$ cat src/hdl/hcbp_ram.sv
// Generic single-write, single-read RAM with registered read data.
module hcbp_ram #(
  parameter int unsigned WIDTH = 8,
  parameter int unsigned DEPTH = 16
) (
  input  logic                     clk_i,
  input  logic                     we_i,
  input  logic [$clog2(DEPTH)-1:0] waddr_i,
  input  logic [WIDTH-1:0]         wdata_i,
  input  logic                     re_i,
  input  logic [$clog2(DEPTH)-1:0] raddr_i,
  output logic [WIDTH-1:0]         rdata_o
);

  logic [WIDTH-1:0] mem_q [DEPTH];
  logic [WIDTH-1:0] rdata_q;

  always_ff @(posedge clk_i) begin
    if (we_i) begin
      mem_q[waddr_i] <= wdata_i;
    end
    if (re_i) begin
      rdata_q <= mem_q[raddr_i];
    end
  end

  assign rdata_o = rdata_q;

endmodule

$ cat config.mk
export PLATFORM = sky130hd
export DESIGN_NAME = hcbp_ram
export DESIGN_NICKNAME = d
export VERILOG_FILES = /design/src/hdl/hcbp_ram.sv
export SDC_FILE = /design/constraint.sdc
export NUM_CORES = 1
export LEC_CHECK = 0
export BUFFER_PORTS_ARGS = -buffer_cell sky130_fd_sc_hd__buf_2
export CORE_UTILIZATION = 45
export CTS_BUF_LIST = sky130_fd_sc_hd__clkbuf_8
export DETAILED_ROUTE_END_ITERATION = 10
export GPL_ROUTABILITY_DRIVEN = 0
export GPL_TIMING_DRIVEN = 0
export HOLD_SLACK_MARGIN = 0.12
export PLACE_DENSITY = 0.74
export RECOVER_POWER = 100
export SLEW_MARGIN = 40
export SYNTH_ARGS = -nofsm -noshare
export SYNTH_HDL_FRONTEND = slang
export SYNTH_SLANG_ARGS = --single-unit
$ cat constraint.sdc
create_clock -name clk_i -period 4.3 [get_ports clk_i]
set_input_delay 0.86 -clock clk_i [delete_from_list [all_inputs] [get_ports clk_i]]
set_output_delay 0.86 -clock clk_i [all_outputs]
set_load 0.01 [all_outputs]
## Word level (Yosys, flattened, before mapping)

Memory sizes are Yosys's and may differ from the RTL's. A register that Yosys moved wholly into a read port is not among the register bits.
Cells that the tools add are included.

| storage, ports and cells | value |
|---|---|
| bits in registers | 0 |
| memory bits (writable) | 128 |
| input bits | 19 |
| output and inout port bits | 8 |
| memories | 1 |

| operators by class | value |
|---|---|
| mux-type cells | 2 |

Memory list:

| memory | depth | bits a word | read ports | clocked after Yosys merged registers in | wr ports | RTL line | source |
|---|---|---|---|---|---|---|---|
| mem_q | 16 | 8 | 1 | 1 | 1 | 15 | `logic [WIDTH-1:0] mem_q [DEPTH];` |

Operators by type and width:

| operator | number |
|---|---|
| $mux W1 | 2 |

## Longest topological paths before layout

Gate-level depths: netlist of run 1.

| logic depth | value |
|---|---|
| word-level depth | 2 |
| depth in mapped cells | 5 |
| gate-level depth less buffers | 3 |

## Worst setup path after synthesis of run 1

No wires, ideal clock.

| timing path | value |
|---|---|
| path type | input -> register |
| start point | in waddr_i[2] |
| end point | mem mem_q[0][0], enable pin |
| library setup time | 383 ps |
| arrival | 1970 ps |
| setup slack | 1947 ps |
| stages on the path | 2 |
| path buffers | 0 |
| cell sequence | or3b_2 > nor3_1 |

RTL lines:

| what | RTL line | source |
|---|---|---|
| start: declaration | 8 | `input logic [$clog2(DEPTH)-1:0] waddr_i,` |
| end: declaration | 15 |  |

No word-level cell before the write port.

==> results of run 1 <==
-- cells by family after synthesis --
logic type	after synthesis
buf+inv	10
mux	32
flops	136
simple gates	35
compound gates	16
-- worst max path at each step --
stage,cells after the start,from,endpoint,slack [ps]
after global placement,3,waddr_i[2],mem_q[0][7],1430
after detailed placement,3,waddr_i[2],mem_q[3][3],1730
final,5,raddr_i[0],rdata_o[0],1630
after floorplan,2,waddr_i[2],mem_q[0][0],1950
after CTS,3,waddr_i[2],mem_q[3][5],2180
after global routing,5,raddr_i[0],rdata_o[0],1560
-- cells in the mapped netlist (2+ instances only) --
cell type	count	area, µm²
a22oi_1	16	120
buf_2	3	15.0
buf_6	3	33.8
clkdlybuf4s25_2	3	30.0
edfxtp_1	136	4080
mux4_1	14	368
mux4_2	18	405
nand2_1	9	33.8
nand2b_1	2	12.5
nand3b_1	2	15.0
nor2_1	13	48.8
nor3_1	4	20.0
-- through the flow --
stage	power, mW	area [µm²]
finish	2.63	5870
CTS	2.66	5930
detailed placement	1.67	5550
floorplan	1.61	5230
global placement	1.66	5530
global route	2.71	5870
-- worst max-delay path: cells and delay by family --
kind                   cells  cell delay (ps)
and+or+nand+nor            1               90
buffers and inverters      2              890
muxes                      1              660
AOI/OAI and AO/OA          1              320
-- state kept, by name, indices dropped and copies added (netlist names) --
signal and flops:
rdata_o 8, mem_q 128
-- power by group through the flow --
stage	combinational, mW	clock [mW]	sequential (mW)
floorplan	0.0754	0	1.53
global placement	0.137	0	1.53
detailed placement	0.143	0	1.53
CTS	0.143	1.02	1.50
global route	0.146	1.07	1.50
finish	0.135	0.999	1.50
-- final cells by class --
type / instances / area (µm²)
Clock inverter: 15 / 153
Timing Repair Buffer: 25 / 100
Buffer: 10 / 71.3
Tap cell: 140 / 175
Clock buffer: 17 / 234
Multi-Input combinational cell: 83 / 1060
Sequential cell: 136 / 4080
Fill cell: 853 / 5200
-- layer usage --
metal	share of wire (%)	global-route usage (%)	up-vias
met5	0	0	-
li1	-	-	1070
met3	7.2	4.51	10
met2	48	26.1	90
met4	1.9	7.52	0
met1	43	25.4	1245
==> run metrics, run 1 <==
Min-Delay Path Class=reg -> reg; fraction of registers with async set/reset=0%; first-pass GRT wire length=14.2 mm; Slowest Stage Delay on Critical Path=660 ps; antenna violations before repair=0; CTS resizes=0; TritonCTS clock tree=built; final design utilization=53.0%; Mapped Area=5230 µm²; hold path depth=3; die area=12,100 µm²; YS warnings=0; Area growth syn-to-layout=12.4%; Top FF cell, synth=edfxtp_1; syn_nets=248; r2r startpoint=mem_q[1][0]; post-CTS setup buffer count=0; CP cell instances=clkbuf_1 > clkbuf_1 > mux4_1 > a22oi_1 > nand2_1; DR WL/cell=22.2 µm; WS Path Type=in -> reg; IO Count=27; r2r setup slk=2740 ps; reg2reg end=rdata_o[0]; Detailed Routing Iterations Pass 1=5; post-synthesis simple-gate area fraction=3.14%; H-tree depth=4; EDFF count, synth=136; most common cell after layout, fill and taps aside=edfxtp_1; hold buffers post-CTS=0; RSZ-0062 raised after global routing=no; CTS Buf Count=17; final WL=9.47 mm; Period Utilization, post-route=62.0%; die width=110 µm; Final WS setup=1630 ps; post-synthesis compound-gate area fraction=2.30%; Remaining DRCs=0; Post-Syn Instances=229; starting density of the core=47.2%; sw power=0.573 mW; via count=2,415; Rel. slew slack=15.3%; Power Density=448 nW/µm²; CTS root buf=clkbuf_8; hold_ws=775 ps; Max Clock Freq=0.375 GHz; critical path launch point type=input pin; vias per cell=5.67; sequential group share of total power=56.9%; GR Util All Layers=17.8%; Hold Path End=rdata_o[0]; worst-margin pin slew=1260 ps; Reg2Reg Depth=3; Post-Layout Cell Count=426; Core Area=11,100 µm²; n_diodes=0; crit-path max FO=10; Clock Latency Late Sink=420 ps; # setup viols final=0; Max Cap Viol=0; Layout Nets=292; WP data required=4470 ps; layout cell share with drive strength beyond 1=21.7%; arrival time at the worst endpoint=2830 ps; share of the yosys chip area belonging to registers=78.1%; Max clock buf depth=2; Pins Over Slew Limit=0; total grt overflow=0; Clock power frac=37.9%; largest net degree at the start of global routing=17; worst vdd ir=0.000213 V; most frequent cells in the layout=edfxtp_1, clkbuf_1, mux4_2, clkbuf_8, a22oi_1; Post-Synth Adder-Cell Area=0%; hold path startpoint=mem_q[9][0]; # port buffers=25; synth unique cells=18; xor/xnor share of the synthesized area=0%; dpl ws=1730 ps; switch share=21.8%; Final Critical Period=2670 ps; Worst-path clk slew=70 ps; Routed Antenna Nets=0; Fin Setup TNS=0 ps; post-DP HPWL=6.04 mm; cell mode on critical path=clkbuf_1; internal power=2.06 mW; largest family of logic cells by synthesized area=multiplexers; CP max stage cell=mux4_1; Leakage=1.88 nW; placed cells=394; Synth Register Bits=136; Critical Path End Type=register; vias in the first global route=2,386; Die Height=110 µm; combinational power share=5.1%; Layout Skew=17.0 ps; final count of hold timing violations=0; Site Rows=38; DRT iter0 DRCs=177; status=finished, final reports clean; Sink Count=136; mux cell area share after synthesis=14.8%; Synth Area per Inst=22.8 µm²
No activity file was read; power rests on OpenSTA's default activity.
==> run 2, diff against run 1 <==
--- a/config.mk
+++ b/config.mk
@@ -12,7 +12,7 @@
 export GPL_ROUTABILITY_DRIVEN = 0
 export GPL_TIMING_DRIVEN = 0
 export HOLD_SLACK_MARGIN = 0.12
-export PLACE_DENSITY = 0.74
+export PLACE_DENSITY = 0.76
 export RECOVER_POWER = 100
 export SLEW_MARGIN = 40
 export SYNTH_ARGS = -nofsm -noshare
==> constraint.sdc (replaced) <==
create_clock -name clk_i -period 2.45 [get_ports clk_i]
set_input_delay 0.49 -clock clk_i [delete_from_list [all_inputs] [get_ports clk_i]]
set_output_delay 0.49 -clock clk_i [all_outputs]
set_load 0.01 [all_outputs]
==> run 2 against run 1 <==
  * Sequential power is 75% higher
  * Via count grew 0.29%
  * Clock power rose by 82%
  * Non-clock buffer count did not move
  * Wire length increased by 1.9%
  * Final cell count unchanged
  * Total power rose by 78%
  * Worst setup slack got worse by 990 ps
  * Clock-buffer cell count stayed put
  * Clock skew decreased by 4.0 ps
  * Utilization up 0.20 points
  * Flip-flop and latch count unchanged
  * Critical path type unchanged
  * Largest power group unchanged
==> run metrics, run 2 (synthesized netlist as in run 1, its figures left out) <==
status=finished, final reports clean (unchanged); Hold Path End=rdata_o[1] (was rdata_o[0]); Die Height=110 µm (unchanged); Routed Antenna Nets=0 (unchanged); max reg flops=128 (unchanged); crit-path max FO=10 (unchanged); Layout Skew=13.0 ps (was 17.0 ps); Top reg by flops=mem_q (unchanged); DR WL met2=4.78 mm (was 4.51 mm); Slowest Stage Delay on Critical Path=560 ps (was 660 ps); Metal-1 WL=4.08 mm (was 4.11 mm); Clock Latency Late Sink=430 ps (was 420 ps); post-CTS setup buffer count=0 (unchanged); WP data required=2620 ps (was 4470 ps); DRT iter0 DRCs=140 (was 177); Final WS setup=641 ps (was 1630 ps); Remaining DRCs=0 (unchanged); Layout Nets=292 (unchanged); Rel. slew slack=17.0% (was 15.3%); CTS root buf=clkbuf_8 (unchanged); Final Critical Period=1810 ps; reg2reg end=rdata_o[0] (unchanged); Fin Setup TNS=0 ps (unchanged); post-DP HPWL=6.12 mm (was 6.04 mm); Site Rows=38 (unchanged); starting density of the core=47.2% (unchanged); hold buffers post-CTS=0 (unchanged); Core Area=11,100 µm² (unchanged); most frequent cells in the layout=edfxtp_1, clkbuf_1, mux4_2, clkbuf_8, a22oi_1 (unchanged); Reg2Reg Depth=3 (unchanged); Leakage=1.90 nW (was 1.88 nW); IO Count=27 (unchanged); Critical Path End Type=register (unchanged); # port buffers=25 (unchanged); Area growth syn-to-layout=12.8% (was 12.4%); via count=2,422 (was 2,415); Detailed Routing Iterations Pass 1=5 (unchanged); r2r setup slk=940 ps (was 2740 ps); n_diodes=0 (unchanged); total grt overflow=0 (unchanged); final count of hold timing violations=0 (unchanged); final WL=9.65 mm (was 9.47 mm); DR WL/cell=22.7 µm (was 22.2 µm); # setup viols final=0 (unchanged); vias in the first global route=2,484 (was 2,386); die area=12,100 µm² (unchanged); most common cell after layout, fill and taps aside=edfxtp_1 (unchanged); WS Path Type=in -> reg (unchanged); WL met3=681 µm (was 678 µm); r2r startpoint=mem_q[5][0] (was mem_q[1][0]); CP max stage cell=mux4_2 (was mux4_1); CTS resizes=0 (unchanged); worst-margin pin slew=1240 ps (was 1260 ps); Max Cap Viol=0 (unchanged); critical path launch point type=input pin (unchanged); hold path startpoint=re_i (was mem_q[9][0]); arrival time at the worst endpoint=1980 ps (was 2830 ps); H-tree depth=4 (unchanged); uppermost routed layer=met4 (unchanged); Period Utilization, post-route=73.8%; worst vdd ir=0.000389 V (was 0.000213 V); dpl ws=241 ps (was 1730 ps); Sink Count=136 (unchanged); GR Util All Layers=18.3% (was 17.8%); antenna violations before repair=0 (unchanged); Worst-path clk slew=80 ps (was 70 ps); first-pass GRT wire length=14.6 mm (was 14.2 mm); CP cell instances=clkbuf_1 > buf_4 > mux4_2 > a22oi_1 > nand2_1 (was clkbuf_1 > clkbuf_1 > mux4_1 > a22oi_1 > nand2_1); TritonCTS clock tree=built (unchanged); die width=110 µm (unchanged); Max clock buf depth=2 (unchanged); Min-Delay Path Class=in -> reg (was reg -> reg); hold path depth=1 (was 3); layout cell share with drive strength beyond 1=22.0% (was 21.7%); RSZ-0062 raised after global routing=no (unchanged); Max Clock Freq=0.553 GHz; Power Density=795 nW/µm² (was 448 nW/µm²); vias per cell=5.69 (was 5.67); Pins Over Slew Limit=0 (unchanged); largest net degree at the start of global routing=17 (unchanged); CTS Buf Count=17 (unchanged)
==> run 2: metal layers <==
| layer | up-vias | global-route usage [%] |
|---|---|---|
| met4 | 0 | 8.29 |
| met3 | 9 | 5.16 |
| met1 | 1276 | 24.0 |
| met5 | - | 0 |
| li1 | 1063 | - |
| met2 | 74 | 28.3 |
==> run 2: where the power goes <==
part	internal (mW)	switching (mW)	leakage (nW)
registers	2.62	0.0121	1.24
clock network	0.991	0.826	0.203
logic	0.0938	0.145	0.461
==> run 2: worst max-delay path by stage <==
stage | startpoint | to | slack [ps] | depth (start not counted)
floorplan | waddr_i[2] | mem_q[0][0] | 470 | 2
detailed placement | waddr_i[2] | mem_q[2][2] | 240 | 3
global placement | waddr_i[2] | mem_q[0][2] | -90 | 3
finish | raddr_i[0] | rdata_o[5] | 640 | 5
global route | waddr_i[3] | mem_q[4][1] | 470 | 3
CTS | waddr_i[2] | mem_q[2][7] | 690 | 3
==> run 2: per-stage QoR <==
stage               power [mW]  hold slack (ps)  util, %  std cells  instance area [µm²]
finish                    4.69              495     53.2        426                 5900
detailed placement        2.93              748     50.1        394                 5550
floorplan                 2.82              589        -        229                 5230
global route              4.84              501     53.2        426                 5900
global placement          2.92              729     49.9        394                 5530
CTS                       4.72              391     53.6        426                 5940
==> run 2: cell type report <==
class	count	area [µm²]
plain buffers	10	78.8
clock buffers	17	234
clock inverters	15	161
fillers	866	5180
multi-input cells	83	1060
flip-flops and latches	136	4080
well taps	140	175
repair buffers	25	101
==> run 2: critical path: cells and delay by family <==
family / cells / cell delay, ps
buf+inv: 2 / 600
mux: 1 / 560
compound gates: 1 / 210
simple gates: 1 / 120
==> run 3, diff against run 2 <==
--- a/config.mk
+++ b/config.mk
@@ -12,7 +12,7 @@
 export GPL_ROUTABILITY_DRIVEN = 0
 export GPL_TIMING_DRIVEN = 0
 export HOLD_SLACK_MARGIN = 0.12
-export PLACE_DENSITY = 0.76
+export PLACE_DENSITY = 0.74
 export RECOVER_POWER = 100
 export SLEW_MARGIN = 40
 export SYNTH_ARGS = -nofsm -noshare
==> constraint.sdc (replaced) <==
create_clock -name clk_i -period 1.8 [get_ports clk_i]
set_input_delay 0.36 -clock clk_i [delete_from_list [all_inputs] [get_ports clk_i]]
set_output_delay 0.36 -clock clk_i [all_outputs]
set_load 0.01 [all_outputs]
==> run 3 against run 2 <==
  * Clock power up 32%
  * Largest cell class unchanged
  * Global-route usage down 0.12 points
  * Largest power group unchanged
  * Sequential power up 36%
  * Die area unchanged
==> run metrics, run 3 (synthesized netlist as in run 1, its figures left out) <==
Layout Skew=11.8 ps (was 13.0 ps); Pwr Total=6.32 mW (was 4.69 mW); Min-Delay Path Class=in -> reg (unchanged); Clock Latency Late Sink=440 ps (was 430 ps); Critical Path End Type=register (unchanged); critical path launch point type=input pin (unchanged); final WL=9.66 mm (was 9.65 mm); Post-Layout Cell Count=426 (unchanged); Worst-path clk slew=80 ps (about the same); final count of hold timing violations=0 (unchanged); TritonCTS clock tree=built (unchanged); vias per cell=5.65 (was 5.69); arrival time at the worst endpoint=1670 ps (was 1980 ps); Sink Count=136 (unchanged); most common cell after layout, fill and taps aside=edfxtp_1 (unchanged); Power Density=1070 nW/µm² (was 795 nW/µm²); Period Utilization, post-route=89.0%; Layout Nets=292 (unchanged); Final Critical Period=1600 ps; Fillers=861 (was 866); total grt overflow=0 (unchanged); Area growth syn-to-layout=13.1% (was 12.8%); CTS Buf Count=17 (unchanged); first-pass GRT wire length=14.4 mm (was 14.6 mm); hold_ws=349 ps (was 495 ps); Max Clock Freq=0.624 GHz; vias in the first global route=2,399 (was 2,484); Max clock buf depth=2 (unchanged); largest net degree at the start of global routing=17 (unchanged); IO Count=27 (unchanged); Metal-1 WL=4.30 mm (was 4.08 mm); H-tree depth=4 (unchanged); WS Path Type=in -> reg (unchanged); DRT iter0 DRCs=131 (was 140); WL met3=546 µm (was 681 µm); uppermost routed layer=met4 (unchanged); GR Util All Layers=18.1% (was 18.3%); post-DP HPWL=6.06 mm (was 6.12 mm); r2r setup slk=300 ps (was 940 ps); Multi-input gate area=1080 µm² (was 1060 µm²); max reg flops=128 (unchanged); Routed Antenna Nets=0 (unchanged); DR WL met2=4.61 mm (was 4.78 mm); Rel. slew slack=45.4% (was 17.0%); layout cell share with drive strength beyond 1=24.1% (was 22.0%); Pins Over Slew Limit=0 (unchanged); via count=2,405 (was 2,422); Remaining DRCs=0 (unchanged); worst-margin pin slew=816 ps (was 1240 ps); final design utilization=53.4% (was 53.2%); CTS resizes=0 (unchanged); WP data required=1860 ps (was 2620 ps); # setup viols final=0 (unchanged); Site Rows=38 (unchanged); post-CTS setup buffer count=0 (unchanged); Leakage=1.89 nW (was 1.90 nW); die area=12,100 µm² (unchanged); most frequent cells in the layout=edfxtp_1, clkbuf_1, mux4_2, clkbuf_8, a22oi_1 (unchanged); die width=110 µm (unchanged); CP cell instances=clkbuf_1 > or3b_2 > nor2_1 (was clkbuf_1 > buf_4 > mux4_2 > a22oi_1 > nand2_1); CTS root buf=clkbuf_8 (unchanged); crit-path max FO=8 (was 10); RSZ-0062 raised after global routing=no (unchanged); Detailed Routing Iterations Pass 1=4 (was 5); worst vdd ir=0.000544 V (was 0.000389 V); Top reg by flops=mem_q (unchanged); n_diodes=0 (unchanged); Reg area=4080 µm² (unchanged); CP max stage cell=nor2_1 (was mux4_2); buffer and inverter count on the worst path=1 (was 2); Core Area=11,100 µm² (unchanged); Slowest Stage Delay on Critical Path=650 ps (was 560 ps); starting density of the core=47.2% (unchanged); hold buffers post-CTS=0 (unchanged); antenna violations before repair=0 (unchanged); DR WL/cell=22.7 µm (about the same); critical path's top delay family=simple AND/OR/NAND/NOR gates (was buffers and inverters); placed cells=394 (unchanged); Max Cap Viol=0 (unchanged); status=finished, final reports clean (unchanged); Die Height=110 µm (unchanged); # port buffers=25 (unchanged)
## run 3: cell types whose count changed in the layout (fill, tap and decap cells not counted)
cell,previous run,this run
nor3_2,1,4
inv_6,1,2
bufinv_16,3,2
inv_1,2,0
buf_6,2,3
clkinvlp_4,2,3
clkinv_1,2,1
clkinv_4,2,4
buf_2,9,8
nor3_1,3,0
## run 3: worst paths after layout
kind / startpoint / cells after the start / endpoint
max: waddr_i[2] / 3 / mem_q[2][0]
min: re_i / 1 / rdata_o[2]
max reg2reg: mem_q[6][2] / 3 / rdata_o[2]
min reg2reg: mem_q[14][0] / 3 / rdata_o[0]
## run 3: per-layer routing
layer,vias to the layer above,GRT usage (%)
met2,76,27.5
met5,-,0
li1,1067,-
met1,1243,24.8
met3,19,5.16
met4,0,7.43
## run 3: through the flow
stage / TNS, ps / instance area [µm²] / setup WS, ps
6_report: 0 / 5910 / 198
4_1_cts: 0 / 5940 / 227
5_1_grt: 0 / 5910 / 161
3_5_place_dp: -7880 / 5550 / -239
2_1_floorplan: 0 / 5230 / 158
3_3_place_gp: -12740 / 5530 / -295
## run 3: area by class of cell
| type | instances | share of cell area [%] |
|---|---|---|
| buffer | 10 | 1.46 |
| clock buffer | 17 | 3.96 |
| clock inverter | 15 | 2.60 |
| multi-input combinational | 83 | 18.2 |
| sequential | 136 | 69.1 |
| tap | 140 | 2.96 |
| timing repair buffer | 25 | 1.69 |
## run 3: report_power, final
part / internal, mW / total (mW) / switching (mW)
clock network: 1.23 / 2.41 / 1.18
logic: 0.130 / 0.331 / 0.201
registers: 3.57 / 3.58 / 0.0152
total: 4.93 / 6.32 / 1.40
